File: config.mk
export PLATFORM = sky130hd
export DESIGN_NAME = grt_cfg_regs
export DESIGN_NICKNAME = d
export VERILOG_FILES = /design/src/sv/grt_pkg.sv /design/src/sv/grt_cfg_regs.sv
export SDC_FILE = /design/constraint.sdc
export NUM_CORES = 1
export LEC_CHECK = 0
export ABC_AREA = 1
export BUFFER_PORTS_ARGS = -buffer_cell sky130_fd_sc_hd__buf_2
export CAP_MARGIN = 10
export CORE_ASPECT_RATIO = 1.1
export CORE_UTILIZATION = 55
export CTS_BUF_LIST = sky130_fd_sc_hd__clkbuf_16
export DETAILED_ROUTE_END_ITERATION = 8
export MAX_ROUTING_LAYER = met4
export PLACE_DENSITY = 0.85
export SLEW_MARGIN = 20
export SYNTH_ARGS = -nofsm -noshare
export SYNTH_HDL_FRONTEND = slang
export SYNTH_SLANG_ARGS = --single-unit
File: constraint.sdc
create_clock -name clk_i -period 1.34 [get_ports clk_i]
set_input_delay 0 -clock clk_i [delete_from_list [all_inputs] [get_ports clk_i]]
set_output_delay 0 -clock clk_i [all_outputs]
set_load 0.01 [all_outputs]
File: src/sv/grt_pkg.sv
package grt_pkg;

  localparam int POS_FRAC_BITS  = 16;
  localparam int RATE_FRAC_BITS = 8;

  localparam int POS_W    = 18;
  localparam int RATE_W   = 19;
  localparam int ALPHA_W  = 16;
  localparam int GAIN_W   = 10;
  localparam int TICK_W   = 16;
  localparam int CFG_IDX_W  = 4;
  localparam int CFG_DATA_W = 16;

  localparam int ALPHA_SHIFT = 16;
  localparam int MUL_A_W = 20;
  localparam int MUL_B_W = 18;
  localparam int PROD_W  = MUL_A_W + MUL_B_W;

  localparam int RSH_R = (POS_FRAC_BITS >= RATE_FRAC_BITS) ?
                         (POS_FRAC_BITS - RATE_FRAC_BITS) : 0;
  localparam int RSH_L = (RATE_FRAC_BITS > POS_FRAC_BITS) ?
                         (RATE_FRAC_BITS - POS_FRAC_BITS) : 0;

  localparam logic signed [POS_W-1:0] POS_ONE  = POS_W'(64'sd1 <<< POS_FRAC_BITS);
  localparam logic signed [POS_W-1:0] CENTER_X = POS_W'((64'sd1 <<< POS_FRAC_BITS) / 4);
  localparam logic signed [POS_W-1:0] CENTER_Y =
    POS_W'(((64'sd1 <<< POS_FRAC_BITS) * 5 + 50) / 100);
  localparam logic signed [POS_W-1:0] SMX_RST = CENTER_X;
  localparam logic signed [POS_W-1:0] SMY_RST = CENTER_Y;

  localparam logic signed [PROD_W-1:0] CLAMP_X = PROD_W'(64'sd30 <<< RATE_FRAC_BITS);
  localparam logic signed [PROD_W-1:0] CLAMP_Y = PROD_W'(-(64'sd25 <<< RATE_FRAC_BITS));
  localparam logic signed [PROD_W-1:0] RATE_MAX = PROD_W'(64'sd262143);
  localparam logic signed [PROD_W-1:0] RATE_MIN = PROD_W'(-64'sd262144);

  localparam logic KIND_RATE     = 1'b0;
  localparam logic KIND_RECENTER = 1'b1;

  localparam logic [ALPHA_W-1:0] ALPHA_RST    = 16'd6554;
  localparam logic [GAIN_W-1:0]  GAIN_PX_RST  = 10'd80;
  localparam logic [GAIN_W-1:0]  GAIN_NX_RST  = 10'd100;
  localparam logic [GAIN_W-1:0]  GAIN_PY_RST  = 10'd200;
  localparam logic [GAIN_W-1:0]  GAIN_NY_RST  = 10'd150;
  localparam logic [ALPHA_W-1:0] DEADBAND_RST = 16'd3277;
  localparam logic [TICK_W-1:0]  STOP_RST     = 16'd1;
  localparam logic [TICK_W-1:0]  RECENTER_RST = 16'd10;

  typedef enum logic [CFG_IDX_W-1:0] {
    CFG_ALPHA       = 4'd0,
    CFG_GAIN_POS_X  = 4'd1,
    CFG_GAIN_NEG_X  = 4'd2,
    CFG_GAIN_POS_Y  = 4'd3,
    CFG_GAIN_NEG_Y  = 4'd4,
    CFG_DEADBAND_X  = 4'd5,
    CFG_STOP_TICKS  = 4'd6,
    CFG_RECENTER    = 4'd7
  } cfg_idx_e;

  typedef enum logic [2:0] {
    OP_NONE,
    OP_SMX_A,
    OP_SMX_B,
    OP_SMY_A,
    OP_SMY_B,
    OP_RATE_X,
    OP_RATE_Y,
    OP_RATE_W
  } dp_op_e;

  typedef struct packed {
    logic [ALPHA_W-1:0] alpha;
    logic [GAIN_W-1:0]  gain_pos_x;
    logic [GAIN_W-1:0]  gain_neg_x;
    logic [GAIN_W-1:0]  gain_pos_y;
    logic [GAIN_W-1:0]  gain_neg_y;
    logic [ALPHA_W-1:0] deadband_x;
    logic [TICK_W-1:0]  stop_ticks;
    logic [TICK_W-1:0]  recenter_ticks;
  } cfg_t;

  typedef struct packed {
    logic   capture;
    logic   clear_idle;
    logic   tick_inc;
    logic   set_centered;
    dp_op_e op;
    logic   out_load;
    logic   out_kind;
    logic   out_use_rate;
    logic   out_last;
  } dp_cmd_t;

  typedef struct packed {
    logic is_tick;
    logic has_target;
    logic x_in_range;
    logic centered;
    logic stop_hit;
    logic rec_hit;
    logic out_free;
  } dp_status_t;

endpackage

File: src/sv/grt_cfg_regs.sv
module grt_cfg_regs (
  input  logic                            clk_i,
  input  logic                            rst_ni,
  input  logic                            wr_valid_i,
  output logic                            wr_ready_o,
  input  logic [grt_pkg::CFG_IDX_W-1:0]   wr_index_i,
  input  logic [grt_pkg::CFG_DATA_W-1:0]  wr_data_i,
  output grt_pkg::cfg_t                   cfg_o
);

  grt_pkg::cfg_t cfg_q;

  assign wr_ready_o = 1'b1;
  assign cfg_o      = cfg_q;

  always_ff @(posedge clk_i or negedge rst_ni) begin
    if (!rst_ni) begin
      cfg_q.alpha          <= grt_pkg::ALPHA_RST;
      cfg_q.gain_pos_x     <= grt_pkg::GAIN_PX_RST;
      cfg_q.gain_neg_x     <= grt_pkg::GAIN_NX_RST;
      cfg_q.gain_pos_y     <= grt_pkg::GAIN_PY_RST;
      cfg_q.gain_neg_y     <= grt_pkg::GAIN_NY_RST;
      cfg_q.deadband_x     <= grt_pkg::DEADBAND_RST;
      cfg_q.stop_ticks     <= grt_pkg::STOP_RST;
      cfg_q.recenter_ticks <= grt_pkg::RECENTER_RST;
    end else if (wr_valid_i) begin
      unique case (grt_pkg::cfg_idx_e'(wr_index_i))
        grt_pkg::CFG_ALPHA:      cfg_q.alpha          <= wr_data_i[grt_pkg::ALPHA_W-1:0];
        grt_pkg::CFG_GAIN_POS_X: cfg_q.gain_pos_x     <= wr_data_i[grt_pkg::GAIN_W-1:0];
        grt_pkg::CFG_GAIN_NEG_X: cfg_q.gain_neg_x     <= wr_data_i[grt_pkg::GAIN_W-1:0];
        grt_pkg::CFG_GAIN_POS_Y: cfg_q.gain_pos_y     <= wr_data_i[grt_pkg::GAIN_W-1:0];
        grt_pkg::CFG_GAIN_NEG_Y: cfg_q.gain_neg_y     <= wr_data_i[grt_pkg::GAIN_W-1:0];
        grt_pkg::CFG_DEADBAND_X: cfg_q.deadband_x     <= wr_data_i[grt_pkg::ALPHA_W-1:0];
        grt_pkg::CFG_STOP_TICKS: cfg_q.stop_ticks     <= wr_data_i[grt_pkg::TICK_W-1:0];
        grt_pkg::CFG_RECENTER:   cfg_q.recenter_ticks <= wr_data_i[grt_pkg::TICK_W-1:0];
        default: ;
      endcase
    end
  end

endmodule

* Word level (Yosys, flattened, before mapping)
Cells that the tools add are included.
** Storage, ports and cells
- Flip-flop bits (word level) :: 104
- Input bits :: 23
- Output and inout port bits :: 105
** Cells by class
- Equal/unequal tests :: 7
- Reduce and logical (&&, ||, !) cells :: 9
** Operator list (count)
- 4-bit by 3-bit == test with 1-bit output (second input constant) :: 4
- 2-bit AND reduction :: 8
- 4-bit by 2-bit == test with 1-bit output (second input constant) :: 2
- 4-bit by 1-bit == test with 1-bit output (second input constant) :: 1
- 4-bit logical NOT :: 1

* Depth between registers and ports, before layout
- Word-level depth :: 2
- Gate-level depth with buffers :: 7

* Worst setup path before layout
No wires, ideal clock.
- Kind :: input -> register
- Start point :: input wr_valid_i
- End point :: register cfg_q (netlist bit cfg_o[21])
- Arrival time :: 0.835 ns
- Required time :: 1.275 ns
- Path slack :: 0.440 ns
- Cell stages on the path :: 6
- Path buffers :: 3
- Path through :: buf_4 -> nand3_2 -> buf_4 -> buf_1 -> o21bai_1 -> nand2_1
** Between the ends
- Cells in the longest elaborated chain, start to end :: 1
** RTL lines
- from (decl) :: RTL line grt_cfg_regs.sv:4 : input logic wr_valid_i,
- 2-bit AND reduction (no line)
- to (decl) :: RTL line grt_cfg_regs.sv:11 : grt_pkg::cfg_t cfg_q;
No other way between the ends.
A chain may end at the register's enable or synchronous reset.

* Worst setup path in the final report
- Start point :: register cfg_q (netlist bit cfg_o[91])
- End point :: output cfg_o[91] (netlist bit)
** RTL lines
- to (decl) :: RTL line grt_cfg_regs.sv:8 : output grt_pkg::cfg_t cfg_o
No word-level cell between the ends.

==> reports/results.ini <==
[setup_path]
timing.critical_path.from_type = register
crit_path_max_fanout = 2
worst-path-buf-inv = 1
end_kind = output pin
worst_path_dominant_cell_family = flip-flops
cp_data_arrival_time_ns = 1.01
timing.critical_path.slowest_stage_cell = dfstp_2
cp_data_required_time_ns = 1.34
setup.worst_path.class = reg2out
critPathMaxStageDelay_ns = 0.54
crit_path_cell_trace = buf_2

[timing]
unrepaired_setup_endpoints_after_global_routing = false
fmax_ghz = 0.987
maxSlewHeadroom_pct = 64.8
finalSetupTns_ns = 0
period_share_pct = 75.6
fin_worst_skew_ns = 0
maxSlewViolCount = 0
tightestPinTransition_ns = 0.528
timing.hold.ws_ns = 0.0102
finalHoldViolations = 0
final_critical_path_required_period_ns = 1.01
setup_violations = 0

[power_and_ir_drop]
total_power_mw = 8.78
pwr_density_cell_mw_per_mm2 = 1590
leakagePower_nw = 3.03
worst_ir_drop_vdd_v = 0.000839

[layout]
multi_input_area_sq_mm = 0.00149
ff_latch_area_sq_mm = 0.00264
antennaDiodeCount = 0
final_nets = 648
largest_reg_flops = 104
drive_gt1_share_pct = 31.4
area.growth.synth_to_final_pct = 26.1
n_fill_cell = 568

[clock_tree]
post_cts_buffers = 0
worstSkewPairLatency_ns = 0.34
cts_repair_resize_count = 0
cts_buffers = 9
clock-root-buffer = clkbuf_16
clockBufferDepth = 2
clkTransAtPathRegs_ns = 0.07
clock_tree_from_tritoncts = built
cts.sinks = 104
h-tree-depth = 3

[yosys]
ys_warn_count = 0
netlist_instances = 494
synth-compound-area-share_pct = 2.75
synth.top_cells.by_area = dfrtp_1 43%, nand2_1 22%, dfstp_2 17%
number_of_distinct_library_cells_after_synthesis = 19
synth_top_family_by_area = simple AND/OR/NAND/NOR gates
synth.cell_area_sq_mm = 0.00437
dominant_cell_type_by_area_after_synthesis = dfrtp_1
post_synth_mux_area_share_pct = 0
mappedNetlistNets = 517
synth.avg_cell_area_sq_um = 8.85
synthAdderAreaFrac_pct = 0
netlist.area_leader.share_pct = 42.9
postSynthRegisterBits = 104
share_of_synthesized_cell_area_in_and_or_nand_and_nor_gates_pct = 31.1
synth-seq-area-share_pct = 60.4
yosys.area_share.xor_xnor_pct = 0

[route]
drt_wl_total_um = 11700
dr.first_iter.drc_count = 292
remaining_drc_errors = 0
routedWlPerCell_um = 15.9
route.vias.total = 3874
detail_route.first_pass.iterations = 5
routed_via_density = 5.27
antenna_left = 0

[floorplanning]
die_area_sq_mm = 0.00831
floorplan.core_area_sq_mm = 0.00756
boundaryPins = 128
floorplan.die.width_um = 87.0
std_cell_rows = 33
initial_utilization_pct = 57.8
die-height_um = 95.5

[grt]
vias_in_the_first_global_route = 3589
grt_antenna_before_repair = 0
gr-total-overflow = 0
grt_max_degree = 105
track_usage_pct = 30.3
grt_pass1_wl_um = 18200

[place]
place_congestion = 0.888
hpwlAfterDp_um = 7620
io_buffers = 126

[worst_hold_path]
timing.hold.worst.class = in2reg

[run]
cap_violations = 0

[status]
run_status = completed

==> per-layer routing <==
| layer | global-route usage, % | vias up | share of wire, % |
|---|---|---|---|
| met5 | - | - | 0 |
| met4 | 10.4 | 0 | 1.6 |
| met3 | 4.68 | 24 | 7.8 |
| met2 | 48.9 | 212 | 49 |
| met1 | 39.3 | 1830 | 42 |
| li1 | - | 1808 | - |
==> metrics by stage <==
| stage | instance area [sq um] | setup WS [ns] | cells | util [%] |
|---|---|---|---|---|
| after floorplan | 4370 | 0.440 | 494 | - |
| after global placement | 5070 | 0.224 | 703 | 67.2 |
| after detailed placement | 5070 | 0.143 | 703 | 67.2 |
| after CTS | 5510 | 0.326 | 735 | 72.9 |
| after global routing | 5510 | 0.301 | 735 | 72.9 |
| final | 5510 | 0.327 | 735 | 72.9 |
==> timing repair <==
action,CTS,global route
hold buffers,16,0
endpoints found under the hold margin,123,0
setup endpoints to repair,0,0
==> path summary, 6_finish.rpt <==
kind | from | endpoint | slack (ns) | cells past startpoint
min in group asynchronous | rst_ni | cfg_o[2]$_DFFE_PN0P_ | 0.27 | 3
max in group asynchronous | rst_ni | cfg_o[61]$_DFFE_PN1P_ | 0.67 | 3
max | cfg_o[91]$_DFFE_PN1P_ | cfg_o[91] | 0.33 | 1
min | wr_data_i[8] | cfg_o[56]$_DFFE_PN0P_ | 0.01 | 3
max reg2reg | cfg_o[16]$_DFFE_PN1P_ | cfg_o[16]$_DFFE_PN1P_ | 0.50 | 3
min reg2reg | cfg_o[74]$_DFFE_PN1P_ | cfg_o[74]$_DFFE_PN1P_ | 0.46 | 2
==> logic make-up after synthesis <==
kind of cell           count (synthesis)
other                                  1
AO/OA/AOI/OAI                         16
buffers and inverters                 56
flip-flops                           104
AND/OR/NAND/NOR                      317
==> cells in the mapped netlist (all sizes together) <==
cell type,n
nand4,36
nand2,256
dfstp,29
buf,17
nor2,9
conb,1
dfrtp,75
clkbuf,17
nand3,16
inv,22
o21bai,16
==> report_power, final <==
group | internal (mW) | switching, mW
clock network | 1.26 | 1.16
logic | 0.840 | 1.21
registers | 3.93 | 0.389
total | 6.02 | 2.76
==> layout by cell type (no fill, tap or decap), drive strengths merged <==
cell type / n
nand4: 36
o21bai: 16
nand2: 256
nand3: 16
conb: 1
clkbuf: 9
nor2: 9
inv: 22
clkinvlp: 3
buf: 138
dfrtp: 75
dlygate4sd3: 16
dfstp: 29
clkinv: 4
==> area by class of cell <==
class / count / share of cell area [%]
clock buffers: 9 / 4.09
flip-flops and latches: 104 / 47.9
repair buffers: 154 / 16.3
clock inverters: 7 / 0.886
inverters: 22 / 1.50
well taps: 105 / 2.38
multi-input cells: 334 / 27.0
No activity file was read; power rests on OpenSTA's default activity.
