`src/sv/grt_pkg.sv`:
```
package grt_pkg;

  localparam int POS_FRAC_BITS  = 16;
  localparam int RATE_FRAC_BITS = 8;

  localparam int POS_W    = 18;
  localparam int RATE_W   = 19;
  localparam int ALPHA_W  = 16;
  localparam int GAIN_W   = 10;
  localparam int TICK_W   = 16;
  localparam int CFG_IDX_W  = 4;
  localparam int CFG_DATA_W = 16;

  localparam int ALPHA_SHIFT = 16;
  localparam int MUL_A_W = 20;
  localparam int MUL_B_W = 18;
  localparam int PROD_W  = MUL_A_W + MUL_B_W;

  localparam int RSH_R = (POS_FRAC_BITS >= RATE_FRAC_BITS) ?
                         (POS_FRAC_BITS - RATE_FRAC_BITS) : 0;
  localparam int RSH_L = (RATE_FRAC_BITS > POS_FRAC_BITS) ?
                         (RATE_FRAC_BITS - POS_FRAC_BITS) : 0;

  localparam logic signed [POS_W-1:0] POS_ONE  = POS_W'(64'sd1 <<< POS_FRAC_BITS);
  localparam logic signed [POS_W-1:0] CENTER_X = POS_W'((64'sd1 <<< POS_FRAC_BITS) / 4);
  localparam logic signed [POS_W-1:0] CENTER_Y =
    POS_W'(((64'sd1 <<< POS_FRAC_BITS) * 5 + 50) / 100);
  localparam logic signed [POS_W-1:0] SMX_RST = CENTER_X;
  localparam logic signed [POS_W-1:0] SMY_RST = CENTER_Y;

  localparam logic signed [PROD_W-1:0] CLAMP_X = PROD_W'(64'sd30 <<< RATE_FRAC_BITS);
  localparam logic signed [PROD_W-1:0] CLAMP_Y = PROD_W'(-(64'sd25 <<< RATE_FRAC_BITS));
  localparam logic signed [PROD_W-1:0] RATE_MAX = PROD_W'(64'sd262143);
  localparam logic signed [PROD_W-1:0] RATE_MIN = PROD_W'(-64'sd262144);

  localparam logic KIND_RATE     = 1'b0;
  localparam logic KIND_RECENTER = 1'b1;

  localparam logic [ALPHA_W-1:0] ALPHA_RST    = 16'd6554;
  localparam logic [GAIN_W-1:0]  GAIN_PX_RST  = 10'd80;
  localparam logic [GAIN_W-1:0]  GAIN_NX_RST  = 10'd100;
  localparam logic [GAIN_W-1:0]  GAIN_PY_RST  = 10'd200;
  localparam logic [GAIN_W-1:0]  GAIN_NY_RST  = 10'd150;
  localparam logic [ALPHA_W-1:0] DEADBAND_RST = 16'd3277;
  localparam logic [TICK_W-1:0]  STOP_RST     = 16'd1;
  localparam logic [TICK_W-1:0]  RECENTER_RST = 16'd10;

  typedef enum logic [CFG_IDX_W-1:0] {
    CFG_ALPHA       = 4'd0,
    CFG_GAIN_POS_X  = 4'd1,
    CFG_GAIN_NEG_X  = 4'd2,
    CFG_GAIN_POS_Y  = 4'd3,
    CFG_GAIN_NEG_Y  = 4'd4,
    CFG_DEADBAND_X  = 4'd5,
    CFG_STOP_TICKS  = 4'd6,
    CFG_RECENTER    = 4'd7
  } cfg_idx_e;

  typedef enum logic [2:0] {
    OP_NONE,
    OP_SMX_A,
    OP_SMX_B,
    OP_SMY_A,
    OP_SMY_B,
    OP_RATE_X,
    OP_RATE_Y,
    OP_RATE_W
  } dp_op_e;

  typedef struct packed {
    logic [ALPHA_W-1:0] alpha;
    logic [GAIN_W-1:0]  gain_pos_x;
    logic [GAIN_W-1:0]  gain_neg_x;
    logic [GAIN_W-1:0]  gain_pos_y;
    logic [GAIN_W-1:0]  gain_neg_y;
    logic [ALPHA_W-1:0] deadband_x;
    logic [TICK_W-1:0]  stop_ticks;
    logic [TICK_W-1:0]  recenter_ticks;
  } cfg_t;

  typedef struct packed {
    logic   capture;
    logic   clear_idle;
    logic   tick_inc;
    logic   set_centered;
    dp_op_e op;
    logic   out_load;
    logic   out_kind;
    logic   out_use_rate;
    logic   out_last;
  } dp_cmd_t;

  typedef struct packed {
    logic is_tick;
    logic has_target;
    logic x_in_range;
    logic centered;
    logic stop_hit;
    logic rec_hit;
    logic out_free;
  } dp_status_t;

endpackage

```
`src/sv/grt_ctrl.sv`:
```
module grt_ctrl (
  input  logic                 clk_i,
  input  logic                 rst_ni,
  input  logic                 in_valid_i,
  output logic                 in_ready_o,
  input  grt_pkg::dp_status_t  status_i,
  output grt_pkg::dp_cmd_t     cmd_o
);

  typedef enum logic [3:0] {
    ST_IDLE,
    ST_SMX_A,
    ST_SMX_B,
    ST_SMY_A,
    ST_SMY_B,
    ST_RATE_X,
    ST_RATE_Y,
    ST_RATE_W,
    ST_EMIT_RATE,
    ST_EMIT_STOP,
    ST_EMIT_REC,
    ST_EMIT_ZERO
  } state_e;

  state_e state_q, state_d;
  logic   rec_q, rec_d;

  always_comb begin
    state_d    = state_q;
    rec_d      = rec_q;
    in_ready_o = 1'b0;
    cmd_o      = '0;
    cmd_o.op   = grt_pkg::OP_NONE;
    unique case (state_q)
      ST_IDLE: begin
        in_ready_o = 1'b1;
        if (in_valid_i) begin
          cmd_o.capture = 1'b1;
          if (!status_i.is_tick) begin
            if (status_i.has_target) begin
              cmd_o.clear_idle = 1'b1;
              if (status_i.x_in_range) begin
                state_d = ST_SMX_A;
              end
            end
          end else if (!status_i.centered) begin
            cmd_o.tick_inc     = 1'b1;
            cmd_o.set_centered = status_i.rec_hit;
            rec_d              = status_i.rec_hit;
            if (status_i.stop_hit) begin
              state_d = ST_EMIT_STOP;
            end else if (status_i.rec_hit) begin
              state_d = ST_EMIT_REC;
            end
          end
        end
      end
      ST_SMX_A: begin
        cmd_o.op = grt_pkg::OP_SMX_A;
        state_d  = ST_SMX_B;
      end
      ST_SMX_B: begin
        cmd_o.op = grt_pkg::OP_SMX_B;
        state_d  = ST_SMY_A;
      end
      ST_SMY_A: begin
        cmd_o.op = grt_pkg::OP_SMY_A;
        state_d  = ST_SMY_B;
      end
      ST_SMY_B: begin
        cmd_o.op = grt_pkg::OP_SMY_B;
        state_d  = ST_RATE_X;
      end
      ST_RATE_X: begin
        cmd_o.op = grt_pkg::OP_RATE_X;
        state_d  = ST_RATE_Y;
      end
      ST_RATE_Y: begin
        cmd_o.op = grt_pkg::OP_RATE_Y;
        state_d  = ST_RATE_W;
      end
      ST_RATE_W: begin
        cmd_o.op = grt_pkg::OP_RATE_W;
        state_d  = ST_EMIT_RATE;
      end
      ST_EMIT_RATE: begin
        if (status_i.out_free) begin
          cmd_o.out_load     = 1'b1;
          cmd_o.out_kind     = grt_pkg::KIND_RATE;
          cmd_o.out_use_rate = 1'b1;
          cmd_o.out_last     = 1'b1;
          state_d            = ST_IDLE;
        end
      end
      ST_EMIT_STOP: begin
        if (status_i.out_free) begin
          cmd_o.out_load = 1'b1;
          cmd_o.out_kind = grt_pkg::KIND_RATE;
          cmd_o.out_last = !rec_q;
          state_d        = rec_q ? ST_EMIT_REC : ST_IDLE;
        end
      end
      ST_EMIT_REC: begin
        if (status_i.out_free) begin
          cmd_o.out_load = 1'b1;
          cmd_o.out_kind = grt_pkg::KIND_RECENTER;
          state_d        = ST_EMIT_ZERO;
        end
      end
      ST_EMIT_ZERO: begin
        if (status_i.out_free) begin
          cmd_o.out_load = 1'b1;
          cmd_o.out_kind = grt_pkg::KIND_RATE;
          cmd_o.out_last = 1'b1;
          state_d        = ST_IDLE;
        end
      end
      default: state_d = ST_IDLE;
    endcase
  end

  always_ff @(posedge clk_i or negedge rst_ni) begin
    if (!rst_ni) begin
      state_q <= ST_IDLE;
      rec_q   <= 1'b0;
    end else begin
      state_q <= state_d;
      rec_q   <= rec_d;
    end
  end

`ifndef SYNTHESIS
  a_rec_then_zero: assert property (@(posedge clk_i) disable iff (!rst_ni)
    (state_q == ST_EMIT_REC && status_i.out_free) |=> (state_q == ST_EMIT_ZERO))
    else $error("recenter not followed by zero rate");
  a_ready_only_idle: assert property (@(posedge clk_i) disable iff (!rst_ni)
    (cmd_o.out_load || cmd_o.op != grt_pkg::OP_NONE) |-> !in_ready_o)
    else $error("input taken while item in progress");
`endif

endmodule

```
`config.mk`:
```
export PLATFORM = sky130hd
export DESIGN_NAME = grt_ctrl
export DESIGN_NICKNAME = d
export VERILOG_FILES = /design/src/sv/grt_pkg.sv /design/src/sv/grt_ctrl.sv
export SDC_FILE = /design/constraint.sdc
export NUM_CORES = 1
export LEC_CHECK = 0
export BUFFER_PORTS_ARGS = -buffer_cell sky130_fd_sc_hd__buf_2
export CAP_MARGIN = 20
export CORE_MARGIN = 2
export CORE_UTILIZATION = 30
export DETAILED_ROUTE_END_ITERATION = 10
export PLACE_DENSITY = 0.6
export SETUP_SLACK_MARGIN = 0.2
export SLEW_MARGIN = 20
export SYNTH_ARGS = -nofsm -noshare
export SYNTH_HDL_FRONTEND = slang
export SYNTH_SLANG_ARGS = --single-unit
```
`constraint.sdc`:
```
create_clock -name clk_i -period 2.9 [get_ports clk_i]
set_clock_uncertainty 0.2 [all_clocks]
set_input_delay 0.58 -clock clk_i [delete_from_list [all_inputs] [get_ports clk_i]]
set_output_delay 0.58 -clock clk_i [all_outputs]
set_load 0.02 [all_outputs]
```
## Word-level counts from Yosys, hierarchy flattened

Cells that the tools add are included.

| cells by class | value |
|---|---|
| equality and inequality tests | 19 |
| bitwise logic cells | 1 |
| multiplexer cells | 28 |
| reduce and logical (&&, ||, !) cells | 6 |

Operator list:

| cell | count |
|---|---|
| 4-bit 2-to-1 mux | 14 |
| 4-bit case mux with 11 select lines | 1 |
| 3-bit case mux with 7 select lines | 1 |
| 4-bit by 3-bit == test with 1-bit output, second input constant | 4 |
| 4-bit == test, second input constant | 4 |
| 3-bit != test, second input constant | 3 |
| 4-bit by 2-bit == test with 1-bit output, second input constant | 2 |
| 2-bit 2-to-1 mux | 4 |
| 8-bit AND reduction | 1 |
| 1-bit 2-to-1 mux | 6 |
| 2-bit != test, second input constant | 3 |
| 2-bit case mux with 3 select lines | 1 |
| 4-bit by 1-bit == test with 1-bit output, second input constant | 1 |
| 4-bit logical NOT | 1 |
| 4-bit != test, second input constant | 1 |
| 4-bit AND reduction | 1 |
| 2-bit OR reduction | 2 |
| 1-bit case mux with 3 select lines | 1 |
| 2-bit by 1-bit != test with 1-bit output, second input constant | 1 |
| 1-bit logical NOT | 1 |
| 1-bit NOT | 1 |

| storage, ports and cells | value |
|---|---|
| input port bits | 10 |
| word-level logic and storage cells | 56 |
| output and inout bits | 12 |
| register bits after elaboration | 5 |

## Longest topological paths before layout

Gate-level depths: netlist (run 1).

| depth | value |
|---|---|
| depth in word-level cells | 6 |
| mapped depth | 5 |
| gate-level depth less buffers | 4 |

## Least setup slack after synthesis (run 1)

No wires, ideal clock.

| timing | value |
|---|---|
| path kind | register to output |
| from | register state_q[2] |
| to | output port cmd_o[7] in the netlist's numbering |
| cell stages (with the launch flop) | 5 |
| required time | 2.120 ns |
| setup slack | 0.595 ns |
| path buffers | 1 |
| arrival time | 1.525 ns |
| path through | dfrtp_1 -> buf_6 -> nor4_4 -> nor3b_4 -> and2_4 |

RTL lines:

| item | line | text |
|---|---|---|
| start: declaration | grt_ctrl.sv:25 | `state_e state_q, state_d;` |
| start signal: assignment | grt_ctrl.sv:127 | `state_q <= state_d;` |
| end: declaration | grt_ctrl.sv:7 | `output grt_pkg::dp_cmd_t cmd_o` |

==> metrics, run 1 <==
status finished clean; EDFF count, synth 0; via count 443; gr usage total 10.6%; Port Buffer Count 21; fin nets 86; reg2reg start state_q[0]$_DFFE_PN0P_; sw frac 45.9%; Detailed Routing Iterations Pass 1 4; initial drt markers 8; CTS Sinks 5; minimum clock period 2.48 ns; Final TNS setup 0 ns; die area 0.00192 mm2; Sequential Power Share 32.2%; Final Hold Viols 0; RSZ-0062 raised after global routing false; cell-internal power 0.331 mW; Worst EP required 2.12 ns; WL final 949 um; Final ANT Viol Nets 0; worst hold margin 0.376 ns; Mean Syn Cell Area 8.99 um2; fin. max-slew vios 0; gr ovfl total 0; GP Congestion 0.675; area leader, netlist dfrtp_1; P_sw 0.281 mW; WP data arrival 1.70 ns; dominant synthesized flop cell dfrtp_1; dpl cell area 576 um2; Starting Density 31.6%; most common library cells after synthesis dfrtp_1, nor2_1, inv_1; register area share after synthesis 26.2%; Syn Nets 63; IO Pins 22; core area 0.00151 mm2; Detailed Place HPWL 759 um; height of the die 43.9 um; CP Max Fanout 12; H-Tree Depth 1; Fmax 0.404 GHz; CTS tree yes; Synth warnings 0; Die Width 43.9 um; Crit. Startpoint state_q[0]$_DFFE_PN0P_; Num CTS Buffers 3; Core Util, Final 40.6%; cells after synthesis 53; # rows 14; Reg clk slew, reported paths 0.04 ns; Setup crit end kind primary output; worst vdd ir 266 uV; Skew-Pair Late Insertion Delay 0.24 ns; Hold Path Class reg2reg; cell area after layout 612 um2; Syn Std Cell Area 477 um2; Combinational Power Share 55.1%; initial antenna violation count 0; Hold Startpoint rec_q$_DFFE_PN0P_; DRC Markers 0; Netlist cell types 30; WL/cell 10.4 um; clock power share 12.7%; diode count 0; Area contributors post-synth dfrtp_1, mux2_4, nor4_4; Worst-Margin Slew 0.429 ns; max_cap viols 0; slowest cell delay on critical path 0.51 ns; slew margin rel. 71.4%; PwrDens 999 mW/mm2; fin crit share 85.4%; layout cell share with drive strength beyond 1 42.7%; Yosys reg bits 5; largest net degree at the start of global routing 13; Setup Viol. Count Final 0; post-CTS resize count 0; leakage power figure 0.317 nW; worst setup path class reg2out; CP Launch Type register; critical-path cell with the highest stage delay dfrtp_1; via-per-instance ratio 4.87; root buf cell clkbuf_4; CP Cell Sequence nor4_4 -> nor3b_4 -> and2_4 -> buf_2; vias in the first global route 393; top-area cell type share of the netlist area 26.2%; CTS Buffer Depth 2; first-pass GRT wire length 1570 um; Area Growth Syn to Fin 28.3%; ys async rst share 100%
-- metal layers --
layer	GRT usage (%)	vias up	part of all wire, %
li1	-	234	-
met1	13.8	207	47
met2	16.2	2	53
met3	1.25	0	0.53
met4	7.27	0	0
met5	0	-	0
-- state kept, by name, summed over array words and instances (netlist names) --
name	flops
rec_q	1
state_q	4
-- worst max-delay path: cells and delay by family, from the launching register on --
kind | cells | cell delay [ns]
simple gates | 3 | 0.80
flops | 1 | 0.51
buf+inv | 1 | 0.15
-- power groups by stage --
stage,clock [mW],combinational [mW],sequential (mW)
6_report,0.0778,0.337,0.197
5_1_grt,0.0884,0.370,0.205
4_1_cts,0.0834,0.341,0.196
3_5_place_dp,0,0.341,0.194
3_3_place_gp,0,0.343,0.196
2_1_floorplan,0,0.346,0.131
-- what timing repair did --
item                                   CTS  global route
setup endpoints to repair                0             0
setup buffers                            0             0
hold buffers                             1             0
endpoints found under the hold margin    5             0
-- layout by cell type, fill, tap and decap left out, types with 2 or more instances in the layout --
cell / instances
a21o_1: 2
a21oi_1: 2
and2_1: 2
buf_2: 21
clkbuf_4: 3
dfrtp_1: 5
inv_1: 4
mux2_4: 2
nand2_1: 2
nand2b_1: 3
nor2_1: 5
nor2b_1: 3
nor3_1: 2
-- cell type report --
cell class	instances	area [um2]
timing repair buffer	22	115
inverter	4	15.0
clock buffer	4	26.3
fill	148	895
sequential	5	125
tap	16	20.0
multi-input combinational	40	310
-- per-stage QoR --
stage | setup WS [ns] | power [mW] | cells
after floorplan | 0.595 | 0.476 | 53
after global placement | 0.699 | 0.539 | 86
after detailed placement | 0.678 | 0.536 | 86
after CTS | 0.411 | 0.620 | 91
after global routing | 0.320 | 0.664 | 91
final | 0.422 | 0.611 | 91
-- final timing paths --
path,to,slack (ns),cells past startpoint
min in group asynchronous,rec_q$_DFFE_PN0P_,0.49,2
worst max-delay path,cmd_o[7],0.42,4
worst min-delay path,rec_q$_DFFE_PN0P_,0.38,2
max in group asynchronous,state_q[1]$_DFFE_PN0P_,1.88,2
worst max register to register,state_q[1]$_DFFE_PN0P_,1.07,4
worst min register to register,rec_q$_DFFE_PN0P_,0.38,2
-- cells by family after synthesis --
| group | count (synthesis) | share of synthesized area, % |
|---|---|---|
| and+or+nand+nor | 25 | 36.8 |
| AOI/OAI and AO/OA | 12 | 20.2 |
| xor gates and xnor gates | 1 | 1.84 |
| buffers and inverters | 8 | 8.66 |
| DFF | 5 | 26.2 |
| muxes | 2 | 6.30 |
(Power assumes the default switching activity.)
==> run 2: changes to the inputs <==
Clock period 2.9 ns to 2.5 ns, I/O delays scaled along.
==> metrics, run 2 (synthesized netlist as in run 1, its figures left out) <==
status finished clean; Num CTS Buffers 3; fin nets 93; diode count 0; Detailed Routing Iterations Pass 1 4; vias in the first global route 409; first-pass GRT wire length 1720 um; Detailed Place HPWL 813 um; CTS Buffer Depth 2; CTS tree yes; fin. max-slew vios 0; RSZ-0062 raised after global routing true; worst vdd ir 406 uV; GP Congestion 0.667; core area 0.00151 mm2; Setup Viol. Count Final 0; Final TNS setup 0 ns; IO Pins 22; Core Util, Final 44.6%; minimum clock period 2.26 ns; initial drt markers 2; register cell area after layout 125 um2; Most flops, register state_q; fin crit share 90.4%; most common library cell in the layout ignoring fill and taps buf_2; PwrDens 1150 mW/mm2; Die Width 43.9 um; slowest cell delay on critical path 0.41 ns; die area 0.00192 mm2; Fmax 0.442 GHz; max_cap viols 0; leakage power figure 0.357 nW; slew margin rel. 77.9%; gr usage total 12.0%; CP Launch Type register; CP Max Fanout 4; Worst EP required 1.80 ns; DRC Markers 0; WP data arrival 1.56 ns; layout cell share with drive strength beyond 1 48.8%; dpl cells 90; CTS Sinks 5; WL/cell 11.0 um; Skew-Pair Late Insertion Delay 0.25 ns; root buf cell clkbuf_4; gr ovfl total 0; Final ANT Viol Nets 0; CP Cell Sequence nor4_4 -> nor3b_4 -> and2_4 -> buf_6; Area Growth Syn to Fin 40.9%; H-Tree Depth 1; Hold Path Class in2reg; WL final 1080 um; largest net degree at the start of global routing 12; worst setup path class reg2out; Final Hold Viols 0; Non-Filler Instances 98; area of the multi-input gates 310 um2; Starting Density 31.6%; # rows 14; Worst-Margin Slew 0.327 ns; Setup crit end kind primary output; via-per-instance ratio 4.82; height of the die 43.9 um; Reg clk slew, reported paths 0.05 ns; most frequent cells in the layout buf_2, buf_4, nor2_1, dfrtp_1, inv_1; critical-path cell with the highest stage delay dfrtp_1; max FFs per register 4; via count 472; Top Registers state_q: 4 flops, rec_q: 1 flops; Port Buffer Count 21; initial antenna violation count 0; fill cell count 157
run 2: worst paths after layout:
kind | startpoint | to | slack [ns] | cells past startpoint
worst min register to register | rec_q$_DFFE_PN0P_ | rec_q$_DFFE_PN0P_ | 0.39 | 2
worst min-delay path | status_i[0] | state_q[3]$_DFFE_PN0P_ | 0.30 | 2
worst max-delay path | state_q[3]$_DFFE_PN0P_ | cmd_o[7] | 0.24 | 4
min in group asynchronous | rst_ni | state_q[1]$_DFFE_PN0P_ | 0.39 | 2
max in group asynchronous | rst_ni | rec_q$_DFFE_PN0P_ | 1.57 | 2
worst max register to register | state_q[3]$_DFFE_PN0P_ | state_q[0]$_DFFE_PN0P_ | 0.79 | 4
run 2: critical path, delay by kind of cell (launching register included):
family	cells	cell delay, ns
buffers and inverters	1	0.11
flip-flops	1	0.41
AND/OR/NAND/NOR	3	0.79
run 2: layer usage:
metal | up-vias | global-route usage, % | part of all wire [%]
met5 | - | 0 | 0
met1 | 221 | 14.7 | 46
li1 | 247 | - | -
met2 | 4 | 20.0 | 52
met4 | 0 | 1.82 | 0
met3 | 0 | 5.00 | 2.0
run 2: layout make-up:
cell class,instances,share of cell area [%]
Inverter,4,2.23
Sequential cell,5,18.6
Clock buffer,3,3.35
Multi-Input combinational cell,40,46.2
Timing Repair Buffer,29,25.9
Tap cell,16,2.98
Clock inverter,1,0.745
run 2: through the flow:
step | power [mW] | area, um2 | worst slack [ns] | hold slack [ns]
final | 0.769 | 672 | 0.240 | 0.301
after floorplan | 0.553 | 477 | 0.275 | 0.00441
after detailed placement | 0.669 | 606 | 0.496 | 0.120
after CTS | 0.772 | 643 | 0.222 | 0.296
after global routing | 0.832 | 672 | 0.172 | 0.294
after global placement | 0.671 | 606 | 0.530 | 0.118
run 2: timing repair:
action                                 4_1_cts  5_1_grt
hold buffers                                 1        0
endpoints found under the hold margin        5        0
setup buffers                                0        3
setup endpoints to repair                    0        1
gates resized for setup                      0        2
run 2: power breakdown:
part	switching [mW]	total, mW	internal [mW]
logic	0.270	0.512	0.242
registers	0.0392	0.161	0.122
clock network	0.0380	0.0961	0.0581
==> run 3: changes to the inputs <==
Settings changed: GPL_ROUTABILITY_DRIVEN set to 0, MAX_ROUTING_LAYER set to met4.
==> metrics, run 3 (synthesized netlist as in run 1, its figures left out) <==
status finished clean; Worst EP required 1.80 ns; WL final 1070 um; via-per-instance ratio 4.81; gr usage total 12.4%; most frequent cells in the layout buf_2, buf_4, nor2_1, dfrtp_1, inv_1; Detailed Place HPWL 813 um; first-pass GRT wire length 1720 um; most common library cell in the layout ignoring fill and taps buf_2; Most flops, register state_q; Final TNS setup 0 ns; slowest cell delay on critical path 0.41 ns; Area Growth Syn to Fin 40.9%; Reg clk slew, reported paths 0.05 ns; worst setup path class reg2out; WP data arrival 1.56 ns; register cell area after layout 125 um2; PwrDens 1140 mW/mm2; Setup crit end kind primary output; Die Width 43.9 um; reg2reg start state_q[3]$_DFFE_PN0P_; Worst-Margin Slew 0.324 ns; Final ANT Viol Nets 0; Met1 Wirelength 492 um; initial antenna violation count 0; fin nets 93; fin. max-slew vios 0; IO Pins 22; via count 471; Top Registers state_q: 4 flops, rec_q: 1 flops; minimum clock period 2.26 ns; CTS Sinks 5; top routing layer used met4; worst vdd ir 405 uV; die area 0.00192 mm2; Crit. Startpoint state_q[3]$_DFFE_PN0P_; layout cell share with drive strength beyond 1 48.8%; worst hold margin 0.301 ns; # rows 14; Critical path destination cmd_o[7]; max FFs per register 4; fill cell count 157; Port Buffer Count 21; Fmax 0.443 GHz; critical-path cell with the highest stage delay dfrtp_1; met2 WL post-DR 549 um; area of the multi-input gates 310 um2; H-Tree Depth 1; Register-to-Register Path Depth 4; Final Hold Viols 0; WL/cell 10.9 um; r2r setup slk 0.80 ns; CP Cell Sequence nor4_4 -> nor3b_4 -> and2_4 -> buf_6; largest net degree at the start of global routing 12; Detailed Routing Iterations Pass 1 4; height of the die 43.9 um; core area 0.00151 mm2; cell area after layout 672 um2; CTS tree yes; root buf cell clkbuf_4; CP Max Fanout 4; dpl cell area 606 um2; overall power 0.768 mW; diode count 0; Detail Route met3 WL 19 um; Setup Viol. Count Final 0; CTS Buffer Depth 2; fin crit share 90.3%; CP Launch Type register; FF-to-FF End state_q[0]$_DFFE_PN0P_; initial drt markers 12; Hold Path Class in2reg; Num CTS Buffers 3; max_cap viols 0; hold depth 2; gr ovfl total 0; leakage power figure 0.357 nW; slew margin rel. 78.0%; RSZ-0062 raised after global routing true; vias in the first global route 410; Core Util, Final 44.6%; Skew-Pair Late Insertion Delay 0.25 ns; DRC Markers 0; Starting Density 31.6%
run 3: critical path: cells and delay by family, from the launching register on:
family | cells | cell delay, ns
buffers and inverters | 1 | 0.11
AND/OR/NAND/NOR | 3 | 0.79
flip-flops | 1 | 0.41
run 3: worst min path at each step:
stage,from,endpoint,slack [ns]
after floorplan,rst_ni,rec_q$_DFFE_PN0P_,0.004
after global placement,rst_ni,rec_q$_DFFE_PN0P_,0.12
after detailed placement,rst_ni,rec_q$_DFFE_PN0P_,0.12
after CTS,status_i[0],state_q[3]$_DFFE_PN0P_,0.30
after global routing,status_i[0],state_q[3]$_DFFE_PN0P_,0.29
final,status_i[0],state_q[3]$_DFFE_PN0P_,0.30
run 3: per-stage QoR:
stage	instances	worst slack (ns)
3_3_place_gp	90	0.530
3_5_place_dp	90	0.496
4_1_cts	95	0.222
6_report	98	0.243
2_1_floorplan	53	0.275
5_1_grt	98	0.172
run 3: per-layer routing:
layer  GRT usage, %  vias to the layer above
li1               -                      248
met2           20.0                        4
met5              -                        -
met3           5.00                        2
met1           14.7                      217
met4           1.82                        0
run 3: timing repair:
| item | CTS | global route |
|---|---|---|
| endpoints found under the setup margin | 0 | 1 |
| hold buffers | 1 | 0 |
| endpoints found under the hold margin | 5 | 0 |
| setup buffers | 0 | 3 |
| gates resized for setup | 0 | 2 |
run 3: final cells by class:
cell class	count	share of cell area, %
inverter	4	2.23
clock inverter	1	0.745
timing repair buffer	29	25.9
sequential	5	18.6
clock buffer	3	3.35
tap	16	2.98
multi-input combinational	40	46.2
run 3: where the power goes:
group	switching (mW)	total [mW]	internal [mW]
clock	0.0381	0.0962	0.0582
sequential	0.0380	0.160	0.122
combinational	0.270	0.512	0.242
